==> config.mk <==
export PLATFORM = sky130hd
export DESIGN_NAME = digital_input_qualifier_top
export DESIGN_NICKNAME = d
export VERILOG_FILES = /design/src/hdl/diq_pkg.sv /design/src/hdl/digital_input_qualifier_top.sv /design/src/hdl/diq_front.sv /design/src/hdl/diq_queue.sv /design/src/hdl/diq_back.sv
export SDC_FILE = /design/constraint.sdc
export NUM_CORES = 1
export LEC_CHECK = 0
export BUFFER_PORTS_ARGS = -buffer_cell sky130_fd_sc_hd__buf_4
export CORE_MARGIN = 5
export CORE_UTILIZATION = 55
export DETAILED_ROUTE_END_ITERATION = 7
export PLACE_DENSITY_LB_ADDON = 0.3
export SLEW_MARGIN = 20
export SYNTH_ARGS = -nofsm -noshare
export SYNTH_HDL_FRONTEND = slang
export SYNTH_SLANG_ARGS = --single-unit
==> constraint.sdc <==
create_clock -name clock -period 11.1 [get_ports clock]
set_clock_uncertainty 0.15 [all_clocks]
set_input_delay 2.22 -clock clock [delete_from_list [all_inputs] [get_ports clock]]
set_output_delay 2.22 -clock clock [all_outputs]
set_load 0.005 [all_outputs]
==> src/hdl/diq_pkg.sv <==
// Shared types, constants and register indexes for the digital input qualifier.
package diq_pkg;

   // Field and register widths
   localparam int ANALOG_W       = 32;
   localparam int LIMIT_W        = 32;
   localparam int BAND_W         = 31;
   localparam int DELAY_W        = 16;
   localparam int WIDE_W         = 33;
   localparam int CSR_INDEX_W    = 3;
   localparam int CSR_DATA_W     = 32;
   localparam int TIMER_BITS_DEF = 16;
   localparam int QUEUE_DEPTH    = 2;

   // Operation codes on the request channel
   localparam logic OP_SAMPLE = 1'b0;
   localparam logic OP_TICK   = 1'b1;

   typedef enum logic [CSR_INDEX_W-1:0] {
      REG_INVERT_ENABLE    = 3'd0,
      REG_JAR_DELAY        = 3'd1,
      REG_RISE_DELAY       = 3'd2,
      REG_FALL_DELAY       = 3'd3,
      REG_THRESHOLD_ENABLE = 3'd4,
      REG_LOW_LIMIT        = 3'd5,
      REG_HIGH_LIMIT       = 3'd6,
      REG_HYSTERESIS_BAND  = 3'd7
   } reg_index_type;

   // Level class found by the front end
   typedef enum logic [1:0] {
      LEVEL_LOW  = 2'd0,
      LEVEL_HIGH = 2'd1,
      LEVEL_KEEP = 2'd2
   } level_type;

   typedef struct packed {
      logic                      invert_enable;
      logic [DELAY_W-1:0]        jar_delay;
      logic [DELAY_W-1:0]        rise_delay;
      logic [DELAY_W-1:0]        fall_delay;
      logic                      threshold_enable;
      logic signed [LIMIT_W-1:0] low_limit;
      logic signed [LIMIT_W-1:0] high_limit;
      logic [BAND_W-1:0]         hysteresis_band;
   } cfg_type;

   typedef struct packed {
      logic      is_tick;
      level_type level;
      logic      force_publish;
   } entry_type;

endpackage

==> src/hdl/digital_input_qualifier_top.sv <==
// Top level of the digital input qualifier: register file and the front/queue/back chain.
//
// Request channel (req_*): one transfer per item. req_operation selects a sample
// or a one millisecond tick. A tick advances the timers and gives no response;
// a sample gives exactly one response transfer (rsp_qualified_bit, rsp_publish).
// Configuration is written through csr_write_enable/csr_index/csr_write_data,
// one register per cycle, with no handshake and no read-back.
// A sample accepted on the request channel is registered in the queue and then in
// the response register before it shows on rsp_valid. Throughput: one item per
// cycle while rsp_ready stays high, set by the filter update in the back end.
// A two-entry queue between the classifying front end and the back end, plus
// the response register, lets a tick keep moving while a response waits; when
// the receiver holds rsp_ready low, samples back up into the queue and
// req_ready falls once it is full.
// Reset clears the configuration, every timer and filter state, the queue and rsp_valid,
// but not the response payload; the block takes items in the first cycle after reset.
module digital_input_qualifier_top #(
   parameter int TIMER_BITS = diq_pkg::TIMER_BITS_DEF
) (
   input  logic                                  clock,
   input  logic                                  reset,
   input  logic                                  req_valid,
   output logic                                  req_ready,
   input  logic                                  req_operation,
   input  logic                                  req_digital_in,
   input  logic signed [diq_pkg::ANALOG_W-1:0]   req_analog_in,
   input  logic                                  req_force_publish,
   output logic                                  rsp_valid,
   input  logic                                  rsp_ready,
   output logic                                  rsp_qualified_bit,
   output logic                                  rsp_publish,
   input  logic                                  csr_write_enable,
   input  logic [diq_pkg::CSR_INDEX_W-1:0]       csr_index,
   input  logic [diq_pkg::CSR_DATA_W-1:0]        csr_write_data
);
   import diq_pkg::*;

   cfg_type   cfg_ff, cfg_in;
   logic      push_valid;
   logic      push_ready;
   entry_type push_entry;
   logic      pop_valid;
   logic      pop_ready;
   entry_type pop_entry;

   // Register file write decode
   always_comb begin
      cfg_in = cfg_ff;
      if (csr_write_enable) begin
         unique case (reg_index_type'(csr_index))
            REG_INVERT_ENABLE: begin
               cfg_in.invert_enable = csr_write_data[0];
            end
            REG_JAR_DELAY: begin
               cfg_in.jar_delay = csr_write_data[DELAY_W-1:0];
            end
            REG_RISE_DELAY: begin
               cfg_in.rise_delay = csr_write_data[DELAY_W-1:0];
            end
            REG_FALL_DELAY: begin
               cfg_in.fall_delay = csr_write_data[DELAY_W-1:0];
            end
            REG_THRESHOLD_ENABLE: begin
               cfg_in.threshold_enable = csr_write_data[0];
            end
            REG_LOW_LIMIT: begin
               cfg_in.low_limit = $signed(csr_write_data[LIMIT_W-1:0]);
            end
            REG_HIGH_LIMIT: begin
               cfg_in.high_limit = $signed(csr_write_data[LIMIT_W-1:0]);
            end
            REG_HYSTERESIS_BAND: begin
               cfg_in.hysteresis_band = csr_write_data[BAND_W-1:0];
            end
            default: begin
               cfg_in = cfg_ff;
            end
         endcase
      end
   end

   always_ff @(posedge clock) begin
      if (reset) begin
         cfg_ff <= '0;
      end else begin
         cfg_ff <= cfg_in;
      end
   end

   diq_front u_front (
      .req_valid         (req_valid),
      .req_ready         (req_ready),
      .req_operation     (req_operation),
      .req_digital_in    (req_digital_in),
      .req_analog_in     (req_analog_in),
      .req_force_publish (req_force_publish),
      .cfg               (cfg_ff),
      .push_valid        (push_valid),
      .push_ready        (push_ready),
      .push_entry        (push_entry)
   );

   diq_queue u_queue (
      .clock      (clock),
      .reset      (reset),
      .push_valid (push_valid),
      .push_ready (push_ready),
      .push_entry (push_entry),
      .pop_valid  (pop_valid),
      .pop_ready  (pop_ready),
      .pop_entry  (pop_entry)
   );

   diq_back #(
      .TIMER_BITS (TIMER_BITS)
   ) u_back (
      .clock             (clock),
      .reset             (reset),
      .cfg               (cfg_ff),
      .pop_valid         (pop_valid),
      .pop_ready         (pop_ready),
      .pop_entry         (pop_entry),
      .rsp_valid         (rsp_valid),
      .rsp_ready         (rsp_ready),
      .rsp_qualified_bit (rsp_qualified_bit),
      .rsp_publish       (rsp_publish)
   );

endmodule

==> src/hdl/diq_front.sv <==
// Front end: accepts request transfers and classifies each into a queue entry.
module diq_front (
   input  logic                                 req_valid,
   output logic                                 req_ready,
   input  logic                                 req_operation,
   input  logic                                 req_digital_in,
   input  logic signed [diq_pkg::ANALOG_W-1:0]  req_analog_in,
   input  logic                                 req_force_publish,
   input  diq_pkg::cfg_type                     cfg,
   output logic                                 push_valid,
   input  logic                                 push_ready,
   output diq_pkg::entry_type                   push_entry
);
   import diq_pkg::*;

   logic signed [WIDE_W-1:0] analog_wide;
   logic signed [WIDE_W-1:0] low_wide;
   logic signed [WIDE_W-1:0] high_wide;
   logic                     at_or_below;
   logic                     at_or_above;

   // Widen limits and band so the sums cannot overflow
   always_comb begin
      analog_wide = WIDE_W'(req_analog_in);
      low_wide    = WIDE_W'(cfg.low_limit) - $signed({2'b00, cfg.hysteresis_band});
      high_wide   = WIDE_W'(cfg.high_limit) + $signed({2'b00, cfg.hysteresis_band});
      at_or_below = (analog_wide <= low_wide);
      at_or_above = (analog_wide >= high_wide);
   end

   // Classify the level; the low test takes priority
   always_comb begin
      push_entry.is_tick       = (req_operation == OP_TICK);
      push_entry.force_publish = req_force_publish;
      if (cfg.threshold_enable) begin
         priority if (at_or_below) begin
            push_entry.level = LEVEL_LOW;
         end else if (at_or_above) begin
            push_entry.level = LEVEL_HIGH;
         end else begin
            push_entry.level = LEVEL_KEEP;
         end
      end else begin
         push_entry.level = req_digital_in ? LEVEL_HIGH : LEVEL_LOW;
      end
   end

   assign push_valid = req_valid;
   assign req_ready  = push_ready;

endmodule

==> src/hdl/diq_queue.sv <==
// Short queue between front end and back end.
module diq_queue (
   input  logic               clock,
   input  logic               reset,
   input  logic               push_valid,
   output logic               push_ready,
   input  diq_pkg::entry_type push_entry,
   output logic               pop_valid,
   input  logic               pop_ready,
   output diq_pkg::entry_type pop_entry
);
   import diq_pkg::*;

   localparam int PTR_W = (QUEUE_DEPTH > 1) ? $clog2(QUEUE_DEPTH) : 1;
   localparam int CNT_W = $clog2(QUEUE_DEPTH + 1);

   entry_type        slot_ff [QUEUE_DEPTH];
   logic [PTR_W-1:0] wr_ptr_ff, wr_ptr_in;
   logic [PTR_W-1:0] rd_ptr_ff, rd_ptr_in;
   logic [CNT_W-1:0] count_ff, count_in;
   logic             do_push;
   logic             do_pop;

   assign push_ready = (count_ff != CNT_W'(QUEUE_DEPTH));
   assign pop_valid  = (count_ff != '0);
   assign pop_entry  = slot_ff[rd_ptr_ff];
   assign do_push    = push_valid && push_ready;
   assign do_pop     = pop_valid && pop_ready;

   // Advance pointers with wrap
   always_comb begin
      wr_ptr_in = wr_ptr_ff;
      rd_ptr_in = rd_ptr_ff;
      count_in  = count_ff;
      if (do_push) begin
         wr_ptr_in = (wr_ptr_ff == PTR_W'(QUEUE_DEPTH - 1)) ? '0 : PTR_W'(wr_ptr_ff + 1'b1);
      end
      if (do_pop) begin
         rd_ptr_in = (rd_ptr_ff == PTR_W'(QUEUE_DEPTH - 1)) ? '0 : PTR_W'(rd_ptr_ff + 1'b1);
      end
      unique case ({do_push, do_pop})
         2'b10: begin
            count_in = CNT_W'(count_ff + 1'b1);
         end
         2'b01: begin
            count_in = CNT_W'(count_ff - 1'b1);
         end
         default: begin
            count_in = count_ff;
         end
      endcase
   end

   always_ff @(posedge clock) begin
      if (reset) begin
         wr_ptr_ff <= '0;
         rd_ptr_ff <= '0;
         count_ff  <= '0;
      end else begin
         wr_ptr_ff <= wr_ptr_in;
         rd_ptr_ff <= rd_ptr_in;
         count_ff  <= count_in;
      end
   end

   // Store the entry on a push
   always_ff @(posedge clock) begin
      if (do_push) begin
         slot_ff[wr_ptr_ff] <= push_entry;
      end
   end

endmodule

==> src/hdl/diq_back.sv <==
// Back end: timers, bounce filter, on/off delays and the response register.
module diq_back #(
   parameter int TIMER_BITS = diq_pkg::TIMER_BITS_DEF
) (
   input  logic               clock,
   input  logic               reset,
   input  diq_pkg::cfg_type   cfg,
   input  logic               pop_valid,
   output logic               pop_ready,
   input  diq_pkg::entry_type pop_entry,
   output logic               rsp_valid,
   input  logic               rsp_ready,
   output logic               rsp_qualified_bit,
   output logic               rsp_publish
);
   import diq_pkg::*;

   localparam int CMP_W = (TIMER_BITS > DELAY_W) ? TIMER_BITS : DELAY_W;

   logic                  jar_last_input_ff, jar_last_input_in;
   logic                  jar_waiting_ff, jar_waiting_in;
   logic                  jar_output_ff, jar_output_in;
   logic [TIMER_BITS-1:0] jar_timer_ff, jar_timer_in;
   logic                  on_last_input_ff, on_last_input_in;
   logic [TIMER_BITS-1:0] on_timer_ff, on_timer_in;
   logic                  on_output_ff, on_output_in;
   logic                  off_last_input_ff, off_last_input_in;
   logic [TIMER_BITS-1:0] off_timer_ff, off_timer_in;
   logic                  off_output_ff, off_output_in;
   logic                  published_bit_ff, published_bit_in;
   logic                  rsp_valid_ff, rsp_valid_in;
   logic                  rsp_qualified_bit_ff, rsp_qualified_bit_in;
   logic                  rsp_publish_ff, rsp_publish_in;

   logic                  do_tick;
   logic                  do_sample;
   logic                  raw_bit;
   logic                  jar_bit;
   logic                  on_bit;
   logic                  off_bit;
   logic                  jar_wait_now;
   logic [TIMER_BITS-1:0] jar_timer_now;
   logic [TIMER_BITS-1:0] on_timer_now;
   logic [TIMER_BITS-1:0] off_timer_now;
   logic                  publish_now;

   // A tick never waits; a sample needs the response slot
   assign pop_ready = pop_entry.is_tick || !rsp_valid_ff || rsp_ready;
   assign do_tick   = pop_valid && pop_ready && pop_entry.is_tick;
   assign do_sample = pop_valid && pop_ready && !pop_entry.is_tick;

   function automatic logic [TIMER_BITS-1:0] sat_inc(input logic [TIMER_BITS-1:0] t);
      sat_inc = (t == '1) ? t : TIMER_BITS'(t + 1'b1);
   endfunction

   function automatic logic timer_done(input logic [TIMER_BITS-1:0] t,
                                       input logic [DELAY_W-1:0] d);
      timer_done = (CMP_W'(t) >= CMP_W'(d));
   endfunction

   // Pick the raw level and apply inversion
   always_comb begin
      unique case (pop_entry.level)
         LEVEL_LOW: begin
            raw_bit = 1'b0;
         end
         LEVEL_HIGH: begin
            raw_bit = 1'b1;
         end
         default: begin
            raw_bit = published_bit_ff;
         end
      endcase
      raw_bit = raw_bit ^ cfg.invert_enable;
   end

   // Run the three filter stages and update state
   always_comb begin
      jar_last_input_in    = jar_last_input_ff;
      jar_waiting_in       = jar_waiting_ff;
      jar_output_in        = jar_output_ff;
      jar_timer_in         = jar_timer_ff;
      on_last_input_in     = on_last_input_ff;
      on_timer_in          = on_timer_ff;
      on_output_in         = on_output_ff;
      off_last_input_in    = off_last_input_ff;
      off_timer_in         = off_timer_ff;
      off_output_in        = off_output_ff;
      published_bit_in     = published_bit_ff;

      // Bounce filter: hold a change until the settle time has passed
      jar_wait_now  = jar_waiting_ff || (raw_bit != jar_last_input_ff);
      jar_timer_now = (!jar_waiting_ff && (raw_bit != jar_last_input_ff)) ? '0 : jar_timer_ff;
      if (cfg.jar_delay == '0) begin
         jar_bit = raw_bit;
      end else if (jar_wait_now && timer_done(jar_timer_now, cfg.jar_delay)) begin
         jar_bit = raw_bit;
      end else begin
         jar_bit = jar_output_ff;
      end

      // On-delay: confirm a rising edge after the delay
      on_timer_now = (jar_bit && !on_last_input_ff) ? '0 : on_timer_ff;
      if (cfg.rise_delay == '0) begin
         on_bit = jar_bit;
      end else if (!jar_bit || timer_done(on_timer_now, cfg.rise_delay)) begin
         on_bit = jar_bit;
      end else begin
         on_bit = on_output_ff;
      end

      // Off-delay: confirm a falling edge after the delay
      off_timer_now = (!on_bit && off_last_input_ff) ? '0 : off_timer_ff;
      if (cfg.fall_delay == '0) begin
         off_bit = on_bit;
      end else if (on_bit || timer_done(off_timer_now, cfg.fall_delay)) begin
         off_bit = on_bit;
      end else begin
         off_bit = off_output_ff;
      end

      publish_now = pop_entry.force_publish || (off_bit != published_bit_ff);

      if (do_tick) begin
         jar_timer_in = sat_inc(jar_timer_ff);
         on_timer_in  = sat_inc(on_timer_ff);
         off_timer_in = sat_inc(off_timer_ff);
      end else if (do_sample) begin
         jar_output_in = jar_bit;
         if (cfg.jar_delay != '0) begin
            jar_last_input_in = raw_bit;
            jar_timer_in      = jar_timer_now;
            jar_waiting_in    = jar_wait_now && !timer_done(jar_timer_now, cfg.jar_delay);
         end
         on_output_in = on_bit;
         if (cfg.rise_delay != '0) begin
            on_last_input_in = jar_bit;
            on_timer_in      = on_timer_now;
         end
         off_output_in = off_bit;
         if (cfg.fall_delay != '0) begin
            off_last_input_in = on_bit;
            off_timer_in      = off_timer_now;
         end
         if (publish_now) begin
            published_bit_in = off_bit;
         end
      end
   end

   // Load the response register on a sample, drop it once taken
   always_comb begin
      rsp_valid_in         = rsp_valid_ff;
      rsp_qualified_bit_in = rsp_qualified_bit_ff;
      rsp_publish_in       = rsp_publish_ff;
      if (do_sample) begin
         rsp_valid_in         = 1'b1;
         rsp_qualified_bit_in = off_bit;
         rsp_publish_in       = publish_now;
      end else if (rsp_ready) begin
         rsp_valid_in = 1'b0;
      end
   end

   always_ff @(posedge clock) begin
      if (reset) begin
         jar_last_input_ff <= 1'b0;
         jar_waiting_ff    <= 1'b0;
         jar_output_ff     <= 1'b0;
         jar_timer_ff      <= '0;
         on_last_input_ff  <= 1'b0;
         on_timer_ff       <= '0;
         on_output_ff      <= 1'b0;
         off_last_input_ff <= 1'b0;
         off_timer_ff      <= '0;
         off_output_ff     <= 1'b0;
         published_bit_ff  <= 1'b0;
         rsp_valid_ff      <= 1'b0;
      end else begin
         jar_last_input_ff <= jar_last_input_in;
         jar_waiting_ff    <= jar_waiting_in;
         jar_output_ff     <= jar_output_in;
         jar_timer_ff      <= jar_timer_in;
         on_last_input_ff  <= on_last_input_in;
         on_timer_ff       <= on_timer_in;
         on_output_ff      <= on_output_in;
         off_last_input_ff <= off_last_input_in;
         off_timer_ff      <= off_timer_in;
         off_output_ff     <= off_output_in;
         published_bit_ff  <= published_bit_in;
         rsp_valid_ff      <= rsp_valid_in;
      end
   end

   // Response payload
   always_ff @(posedge clock) begin
      rsp_qualified_bit_ff <= rsp_qualified_bit_in;
      rsp_publish_ff       <= rsp_publish_in;
   end

   assign rsp_valid         = rsp_valid_ff;
   assign rsp_qualified_bit = rsp_qualified_bit_ff;
   assign rsp_publish       = rsp_publish_ff;

endmodule
==> out/results.tsv, run 1 <==
metric	value	unit
largest net degree at the start of global routing	110	
CP max stage delay	0.78	ns
FFs w/ async S/R, synth	0	%
Yosys reg bits	217	
Primary FF master, synth	dfxtp_1	
clk buf depth	3	
Synth Net Count	2149	
die area	0.0301	mm2
PwrDens	141	mW/mm2
initial antenna violation count	1	
grt ovf	0	
DRC viols	0	
setup bufs post-CTS	0	
core area	0.0262	mm2
GRT Overall Usage	24.8	%
Vias	13700	
ranking of synthesized cells by area	dfxtp_1 28%, ha_1 15%, nand2_1 9.4%	
mux share of post-synthesis cell area	0.970	%
top cell type's share of synthesized area	28.2	%
worst vdd ir	0.0000968	V
Antenna Nets Post-Route	0	
drt initial violations	1083	
Horiz. Die Dim	174	um
Worst Path Required	11.22	ns
TritonRoute pass-1 iters	8	
adder-cell share of the synthesized area	15.6	%
vias in the first global route	12600	
Mapped Cells	1892	
fin crit share	78.3	%
top-count cell post-synth	nand2_1	
Starting Density	56.1	%
Post-CTS Hold Buffers	0	
post-DR wirelength/cell	17.2	um
Post-synth EDFFs	10	
Post-Layout Cell Count	2286	
Mapped Area	0.0147	mm2
CTS Sinks	217	
CP Max Fanout	19	
status	completed	
fmax	0.115	GHz
Post-synth top cells	367 x nand2_1, 254 x a21oi_1, 207 x dfxtp_1	
RD Place Congestion	0.957	
Num CTS Buffers	25	
Startpoint Class	flip-flop	
leakage power	6.69	nW
Max stage delay cell, worst path	nor2_1	
critical path class	reg2reg	
main combinational cell family by area after synthesis	simple AND/OR/NAND/NOR gates	
Final Max Slew Viols	0	
final hold violation count	0	
fill cell count	2361	
Synth Area in Compound Gates	22.1	%
post-synthesis sequential area ratio	30.2	%
share of layout cells above drive strength 1	8.41	%
Post-Synth XOR/XNOR Area	4.10	%
hold path cells	2	
endpoints failing setup	0	
Routed WL	39400	um
minimum clock period	8.70	ns
endpoint class of the critical path	flip-flop	
worst hold path class	reg2reg	
unrepaired setup endpoints after global routing	no	
Clock Pin Slew Worst Setup and Hold Paths	0.06	ns
port bufs	78	
Layout Nets	2189	
Vert. Die Dim	174	um
Placement Rows	59	
Synth Area in Simple Gates	22.4	%
synth unique cells	77	
Root Driver	clkbuf_16	
most frequent CP cell	a21o_1	
CTS H-tree lvls	1	
wire length on met3	2800	um
Clock Latency Late Sink	0.53	ns
Layout Utilization	62.1	%
Synthesis Warnings	0	
routed wire length on met2	17100	um
DP Cell Count	2240	
Slew Limit Headroom	25.0	%
area leader, netlist	dfxtp_1	
PostCTS Resize Cnt	0	
post-detail-place hpwl	29400	um
Critical Path AT	8.82	ns
max_cap viols	0	
Fin Setup TNS	0	ns
first-pass GRT wire length	63000	um
wl on met1	18500	um
vias per inst	6.00	
DR top layer	met4	
Worst-Margin Slew	1.13	ns
CTS tree	yes	
# IOs	79	
Worst R2R Path Depth	35	
Synth Area per Inst	7.77	um2
area added between synthesis and finish	10.7	%
worst max-delay path, delay by kind of cell (launching register included):
| family | cells | cell delay, ns |
|---|---|---|
| AOI/OAI and AO/OA | 17 | 3.50 |
| and+or+nand+nor | 11 | 2.32 |
| adders and majority gates | 3 | 0.90 |
| muxes | 2 | 0.61 |
| xor gates and xnor gates | 2 | 0.45 |
| DFF | 1 | 0.49 |
power by group:
group | internal, W | switching (W) | leakage [nW] | total [W]
combinational | 0.000247 | 0.000401 | 4.56 | 0.000648
clock | 0.000450 | 0.000327 | 0.369 | 0.000777
sequential | 0.000829 | 0.0000376 | 1.77 | 0.000867
total | 0.00153 | 0.000765 | 6.69 | 0.00229
area by class of cell:
class / instances / area, um2 / share of cell area [%]
Clock inverter: 10 / 76.3 / 0.469
Antenna cell: 1 / 2.50 / 0.0154
Inverter: 106 / 398 / 2.44
Timing Repair Buffer: 83 / 627 / 3.85
Multi-Input combinational cell: 1499 / 9630 / 59.1
Clock buffer: 35 / 683 / 4.20
Sequential cell: 217 / 4440 / 27.3
Tap cell: 335 / 419 / 2.57
per-stage QoR:
stage	hold WS, ns	setup WS [ns]	instance area [um2]	total power [W]
final	0.309	2.40	16300	0.00229
after global routing	0.320	1.79	16300	0.00241
after CTS	0.311	2.45	16300	0.00229
after detailed placement	0.303	2.53	15500	0.00152
after floorplan	0.286	3.74	14700	0.00135
after global placement	0.298	2.91	15500	0.00150
routing by layer:
metal / up-vias / track usage, %
li1: 6728 / -
met1: 6475 / 36.2
met2: 442 / 38.3
met3: 80 / 3.60
met4: 0 / 6.52
met5: - / 0
kinds of logic after synthesis:
group | Yosys count
xor gates and xnor gates | 68
AOI/OAI and AO/OA | 512
buffers and inverters | 176
DFF | 217
and+or+nand+nor | 723
muxes | 14
adders and majority gates | 182
final timing paths:
kind              start                 end  slack [ns]
max           flip-flop  u_back.rsp_publish        2.40
min          cfg_ff[90]          cfg_ff[90]        0.31
max reg2reg   flip-flop  u_back.rsp_publish        2.40
min reg2reg  cfg_ff[90]          cfg_ff[90]        0.31
registers in the layout (all words and copies together), names as in the netlist, named ones only:
name                      flops
cfg_ff                      145
u_back.jar_timer_ff          16
u_back.off_timer_ff          16
u_back.on_timer_ff           16
u_queue.slot_ff               8
u_queue.count_ff              2
u_back.jar_last_input_ff      1
u_back.jar_output_ff          1
u_back.jar_waiting_ff         1
u_back.off_last_input_ff      1
u_back.off_output_ff          1
u_back.on_last_input_ff       1
u_back.on_output_ff           1
u_back.published_bit_ff       1
u_back.rsp_publish            1
u_back.rsp_qualified_bit      1
u_back.rsp_valid              1
u_queue.rd_ptr_ff             1
u_queue.wr_ptr_ff             1
cell usage in the layout (no fill, tap or decap), drive strengths merged, types with 10 or more instances in the layout:
| master | instances |
|---|---|
| nor3 | 23 |
| clkbuf | 35 |
| nand4 | 35 |
| inv | 107 |
| mux2i | 12 |
| a311oi | 14 |
| o21ai | 52 |
| nand2b | 23 |
| a21oi | 256 |
| nand2 | 367 |
| o21a | 14 |
| ha | 180 |
| and2 | 21 |
| buf | 83 |
| a21o | 80 |
| a211oi | 22 |
| o21bai | 10 |
| o211ai | 10 |
| xor2 | 37 |
| xnor2 | 31 |
| nor4 | 18 |
| nor2 | 114 |
| and3 | 22 |
| nor2b | 36 |
| nand3 | 35 |
| edfxtp | 10 |
| dfxtp | 207 |
No activity file was read; power rests on OpenSTA's default activity.
==> run 2: changes to the inputs <==
--- a/config.mk
+++ b/config.mk
@@ -5,6 +5,7 @@
 export SDC_FILE = /design/constraint.sdc
 export NUM_CORES = 1
 export LEC_CHECK = 0
+export ABC_AREA = 1
 export BUFFER_PORTS_ARGS = -buffer_cell sky130_fd_sc_hd__buf_4
 export CORE_MARGIN = 5
 export CORE_UTILIZATION = 55
==> constraint.sdc (replaced) <==
create_clock -name clock -period 7.9 [get_ports clock]
set_clock_uncertainty 0.15 [all_clocks]
set_input_delay 1.58 -clock clock [delete_from_list [all_inputs] [get_ports clock]]
set_output_delay 1.58 -clock clock [all_outputs]
set_load 0.005 [all_outputs]
==> out/results.tsv, run 2 <==
metric	value	unit
status	completed	
fill cell count	2572	
CP max stage delay	0.40	ns
PwrDens	252	mW/mm2
grt ovf	0	
PostCTS Resize Cnt	0	
Clock Pin Slew Worst Setup and Hold Paths	0.06	ns
core area	0.0277	mm2
Horiz. Die Dim	177	um
final hold violation count	0	
post-detail-place hpwl	31900	um
RD Place Congestion	0.907	
Mapped Cells	2193	
top-count cell post-synth	nand2_1	
CTS H-tree lvls	1	
critical hold path startpoint	u_queue.rd_ptr_ff	
worst setup margin	1.60	ns
endpoint class of the critical path	flip-flop	
Fin Setup TNS	0	ns
GRT Overall Usage	26.1	%
wl on met1	19200	um
Post-Layout Cell Count	2626	
Post-synth EDFFs	10	
most common cell after layout, fill and taps aside	nand2_1	
leakage power	7.73	nW
Layout Nets	2489	
Mapped Area	0.0154	mm2
Clock Latency Late Sink	0.52	ns
CTS Sinks	217	
Primary FF master, synth	dfxtp_1	
Starting Density	55.5	%
area leader, netlist	dfxtp_1	
fin crit share	79.8	%
Yosys reg bits	217	
synth unique cells	52	
share of layout cells above drive strength 1	7.56	%
Worst Path Required	8.00	ns
CTS tree	yes	
drt initial violations	1191	
post-synthesis sequential area ratio	28.9	%
Synth Net Count	2450	
top cell type's share of synthesized area	27.0	%
fmax	0.159	GHz
vias per inst	5.62	
Slew Limit Headroom	41.6	%
Buf/Inv on CP	6	
FFs w/ async S/R, synth	0	%
worst vdd ir	0.000228	V
antenna cell count	0	
initial antenna violation count	0	
Root Driver	clkbuf_16	
unrepaired setup endpoints after global routing	no	
minimum clock period	6.30	ns
Hold Slack	0.301	ns
Largest Register	cfg_ff	
first-pass GRT wire length	68000	um
port bufs	78	
max_cap viols	0	
max FFs per register	145	
post-DR wirelength/cell	16.0	um
DRC viols	0	
Worst-Margin Slew	0.876	ns
Final Max Slew Viols	0	
commonest cells after routing, fill and taps aside	317 x nand2_1, 261 x a21oi_1, 260 x inv_1	
ranking of synthesized cells by area	dfxtp_1 27%, ha_1 15%, a21oi_1 8.5%	
routed wire length on met2	19000	um
CP top delay family	simple AND/OR/NAND/NOR gates	
worst hold path class	reg2reg	
DR top layer	met4	
Num CTS Buffers	24	
Post-synth top cells	317 x nand2_1, 261 x a21oi_1, 261 x inv_1	
TritonRoute pass-1 iters	5	
largest net degree at the start of global routing	98	
Post-CTS Hold Buffers	0	
Synth Area per Inst	7.01	um2
die area	0.0314	mm2
Max stage delay cell, worst path	dfxtp_1	
CP Max Fanout	24	
DP Cell Count	2584	
Routed WL	42000	um
critical path class	reg2reg	
Vias	14800	
# IOs	79	
vias in the first global route	13600	
endpoints failing setup	0	
most frequent CP cell	nand2_1	
clk buf depth	3	
wire length on met3	2820	um
area added between synthesis and finish	10.2	%
setup bufs post-CTS	0	
Synthesis Warnings	0	
Startpoint Class	flip-flop	
Placement Rows	61	
Power Total	0.00427	W
Placement Setup Slack	1.63	ns
Antenna Nets Post-Route	0	
Vert. Die Dim	177	um
Critical Path AT	6.40	ns
## run 2: cell types whose count changed after synthesis, sizes merged, moves of 12 or more
| cell | delta |
|---|---|
| a211oi | -15 |
| a21o | -74 |
| a311oi | -14 |
| and2 | -21 |
| and3 | -22 |
| inv | +168 |
| mux2i | -12 |
| nand2 | -37 |
| nand2b | -23 |
| nand3 | +49 |
| nor2 | +154 |
| nor2b | -36 |
| o21ai | +192 |
## run 2: metal layers
metal | vias to the layer above | GRT usage [%]
met3 | 71 | 3.12
met4 | 0 | 6.22
met2 | 445 | 43.0
li1 | 7478 | -
met5 | - | 0
met1 | 6763 | 36.8
## run 2: kinds of logic (layout without fill, tap and decap cells)
family | after synthesis | count (layout) | share of synthesized area [%]
adder cells (fa/ha/maj) | 182 | 182 | 14.9
buffers and inverters | 353 | 408 | 9.03
AO/OA/AOI/OAI | 580 | 580 | 20.1
flip-flops | 217 | 217 | 28.9
XOR/XNOR | 81 | 81 | 4.62
AND/OR/NAND/NOR | 780 | 780 | 22.4
## run 2: area by class of cell
cell class | count | area, um2 | area share, %
clock buffer | 34 | 699 | 4.13
clock inverter | 8 | 75.1 | 0.444
inverter | 282 | 1070 | 6.31
multi-input combinational | 1623 | 9540 | 56.3
sequential | 217 | 4440 | 26.3
tap | 378 | 473 | 2.79
timing repair buffer | 84 | 631 | 3.73
## run 2: power by group
part | switching, W | leakage (nW) | internal [W]
combinational | 0.00117 | 5.57 | 0.000614
sequential | 0.000134 | 1.78 | 0.00124
clock | 0.000453 | 0.381 | 0.000649
total | 0.00176 | 7.73 | 0.00251
## run 2: worst paths after layout
check | end | slack [ns] | cells after the start
max reg2reg | u_back.rsp_publish | 1.60 | 58
max | u_back.rsp_publish | 1.60 | 58
min reg2reg | u_queue.rd_ptr_ff | 0.30 | 1
min | u_queue.rd_ptr_ff | 0.30 | 1
## run 2: metrics by stage
stage / util [%] / instance area (um2)
after CTS: 61.1 / 16900
after floorplan: - / 15400
final: 61.1 / 16900
after global routing: 61.1 / 16900
after detailed placement: 58.3 / 16200
after global placement: 58.3 / 16200
==> run 3: changes to the inputs <==
==> constraint.sdc (replaced) <==
create_clock -name clock -period 5.3 [get_ports clock]
set_clock_uncertainty 0.15 [all_clocks]
set_input_delay 1.06 -clock clock [delete_from_list [all_inputs] [get_ports clock]]
set_output_delay 1.06 -clock clock [all_outputs]
set_load 0.005 [all_outputs]
==> out/results.tsv, run 3 (synthesis gave the netlist of run 2 again) <==
metric	value	unit
Antenna Nets Post-Route	0	
grt ovf	0	
RD Place Congestion	0.919	
Post-Layout Cell Count	2662	
Clock Pin Slew Worst Setup and Hold Paths	0.06	ns
TritonRoute pass-1 iters	7	
drt initial violations	1075	
vias in the first global route	14100	
share of layout cells above drive strength 1	12.6	%
GRT Overall Usage	27.1	%
area added between synthesis and finish	15.2	%
worst setup margin	-0.288	ns
most common cell after layout, fill and taps aside	nand2_1	
most frequent CP cell	nand2_1	
Largest Register	cfg_ff	
core area	0.0277	mm2
minimum clock period	5.59	ns
fmax	0.179	GHz
Setup crit start	u_queue.slot_ff[0][2]	
worst vdd ir	0.000430	V
Crit path depth	51	
post-detail-place hpwl	32600	um
unrepaired setup endpoints after global routing	yes	
Clock Latency Late Sink	0.52	ns
placement-stage cell area	0.0164	mm2
max_cap viols	0	
Starting Density	55.5	%
Critical Path AT	5.69	ns
area of the multi-input gates	0.00995	mm2
Seq. cell area	0.00445	mm2
Final Max Slew Viols	0	
max FFs per register	145	
endpoint class of the critical path	flip-flop	
post-DR wirelength/cell	16.4	um
Worst Path Required	5.40	ns
final instance area	0.0177	mm2
CTS tree	yes	
CTS Sinks	217	
reg-to-reg endpoint	u_back.rsp_publish	
worst hold path class	reg2reg	
commonest cells after routing, fill and taps aside	282 x nand2_1, 256 x nor2_1, 252 x a21oi_1	
final hold violation count	0	
DRC viols	0	
reg2reg setup slack	-0.29	ns
Buf/Inv on CP	8	
critical path class	reg2reg	
port bufs	78	
Layout Utilization	63.9	%
fill cell count	2488	
endpoints failing setup	4	
Root Driver	clkbuf_16	
vias per inst	5.65	
worst r2r src	u_queue.slot_ff[0][2]	
leakage power	7.97	nW
die area	0.0314	mm2
Vert. Die Dim	177	um
Horiz. Die Dim	177	um
PwrDens	400	mW/mm2
Worst R2R Path Depth	51	
Routed WL	43700	um
Max stage delay cell, worst path	edfxtp_1	
DP Cell Count	2610	
Num CTS Buffers	25	
CP Max Fanout	8	
Power Total	0.00709	W
# IOs	79	
Critical Path Sink	u_back.rsp_publish	
CTS H-tree lvls	1	
CP top delay family	simple AND/OR/NAND/NOR gates	
clk buf depth	3	
largest net degree at the start of global routing	112	
Slew Limit Headroom	34.5	%
Startpoint Class	flip-flop	
initial antenna violation count	2	
fin crit share	105	%
Layout Nets	2524	
first-pass GRT wire length	70300	um
Worst-Margin Slew	0.983	ns
CP max stage delay	0.35	ns
failing checks	negative setup slack	
status	finished, violations left	
Post-CTS Hold Buffers	0	
Placement Rows	61	
Vias	15000	
run 3: cell count changes in the layout (fill, tap and decap cells not counted), sizes merged:
cell	delta
buf	+33
bufinv	+1
clkinvlp	+1
diode	+1
inv	-1
nand2	+1
run 3: final cells by class:
cell class / instances / share of cell area (%)
Multi-Input combinational cell: 1624 / 56.2
Sequential cell: 217 / 25.1
Antenna cell: 1 / 0.0141
Inverter: 282 / 6.12
Clock inverter: 9 / 0.587
Timing Repair Buffer: 117 / 5.31
Clock buffer: 34 / 3.95
Tap cell: 378 / 2.67
run 3: worst min-delay path by stage:
stage	from	end	slack, ns	cells past startpoint
after floorplan	u_queue.rd_ptr_ff	flip-flop	0.28	1
after global placement	u_queue.rd_ptr_ff	u_queue.rd_ptr_ff	0.29	1
after detailed placement	u_queue.rd_ptr_ff	u_queue.rd_ptr_ff	0.31	1
after CTS	u_queue.rd_ptr_ff	u_queue.rd_ptr_ff	0.32	1
after global routing	u_queue.rd_ptr_ff	flip-flop	0.35	1
final	u_queue.rd_ptr_ff	u_queue.rd_ptr_ff	0.32	1
run 3: worst reg2reg max path, delay by kind of cell, from the launching register on:
kind / cells / cell delay [ns]
AND/OR/NAND/NOR: 34 / 2.46
AO/OA/AOI/OAI: 6 / 0.92
adder cells (fa/ha/maj): 3 / 0.80
buffers and inverters: 8 / 0.65
flip-flops: 1 / 0.35
run 3: where the power goes:
group / internal [W] / total (W) / switching (W)
logic: 0.00130 / 0.00331 / 0.00201
clock network: 0.00102 / 0.00171 / 0.000690
registers: 0.00185 / 0.00207 / 0.000217
total: 0.00417 / 0.00709 / 0.00291
run 3: through the flow:
stage | TNS (ns) | hold slack [ns] | setup WS [ns]
5_1_grt | -2.75 | 0.352 | -0.740
2_1_floorplan | 0 | 0.276 | 0.0142
3_3_place_gp | -0.00727 | 0.286 | -0.00727
3_5_place_dp | -0.861 | 0.307 | -0.312
4_1_cts | -0.0625 | 0.320 | -0.0591
6_report | -0.870 | 0.323 | -0.288
run 3: what timing repair did:
item,in CTS,in global routing
cloned,2,0
setup buffers,3,4
pin swaps,9,36
endpoints found under the setup margin,4,8
resized for setup,37,69
endpoints found under the hold margin,0,0
run 3: routing by layer:
metal | part of all wire (%) | global-route usage (%)
met5 | 0.030 | 0
met4 | 2.2 | 6.45
met3 | 6.3 | 3.80
met2 | 46 | 45.2
met1 | 45 | 37.2
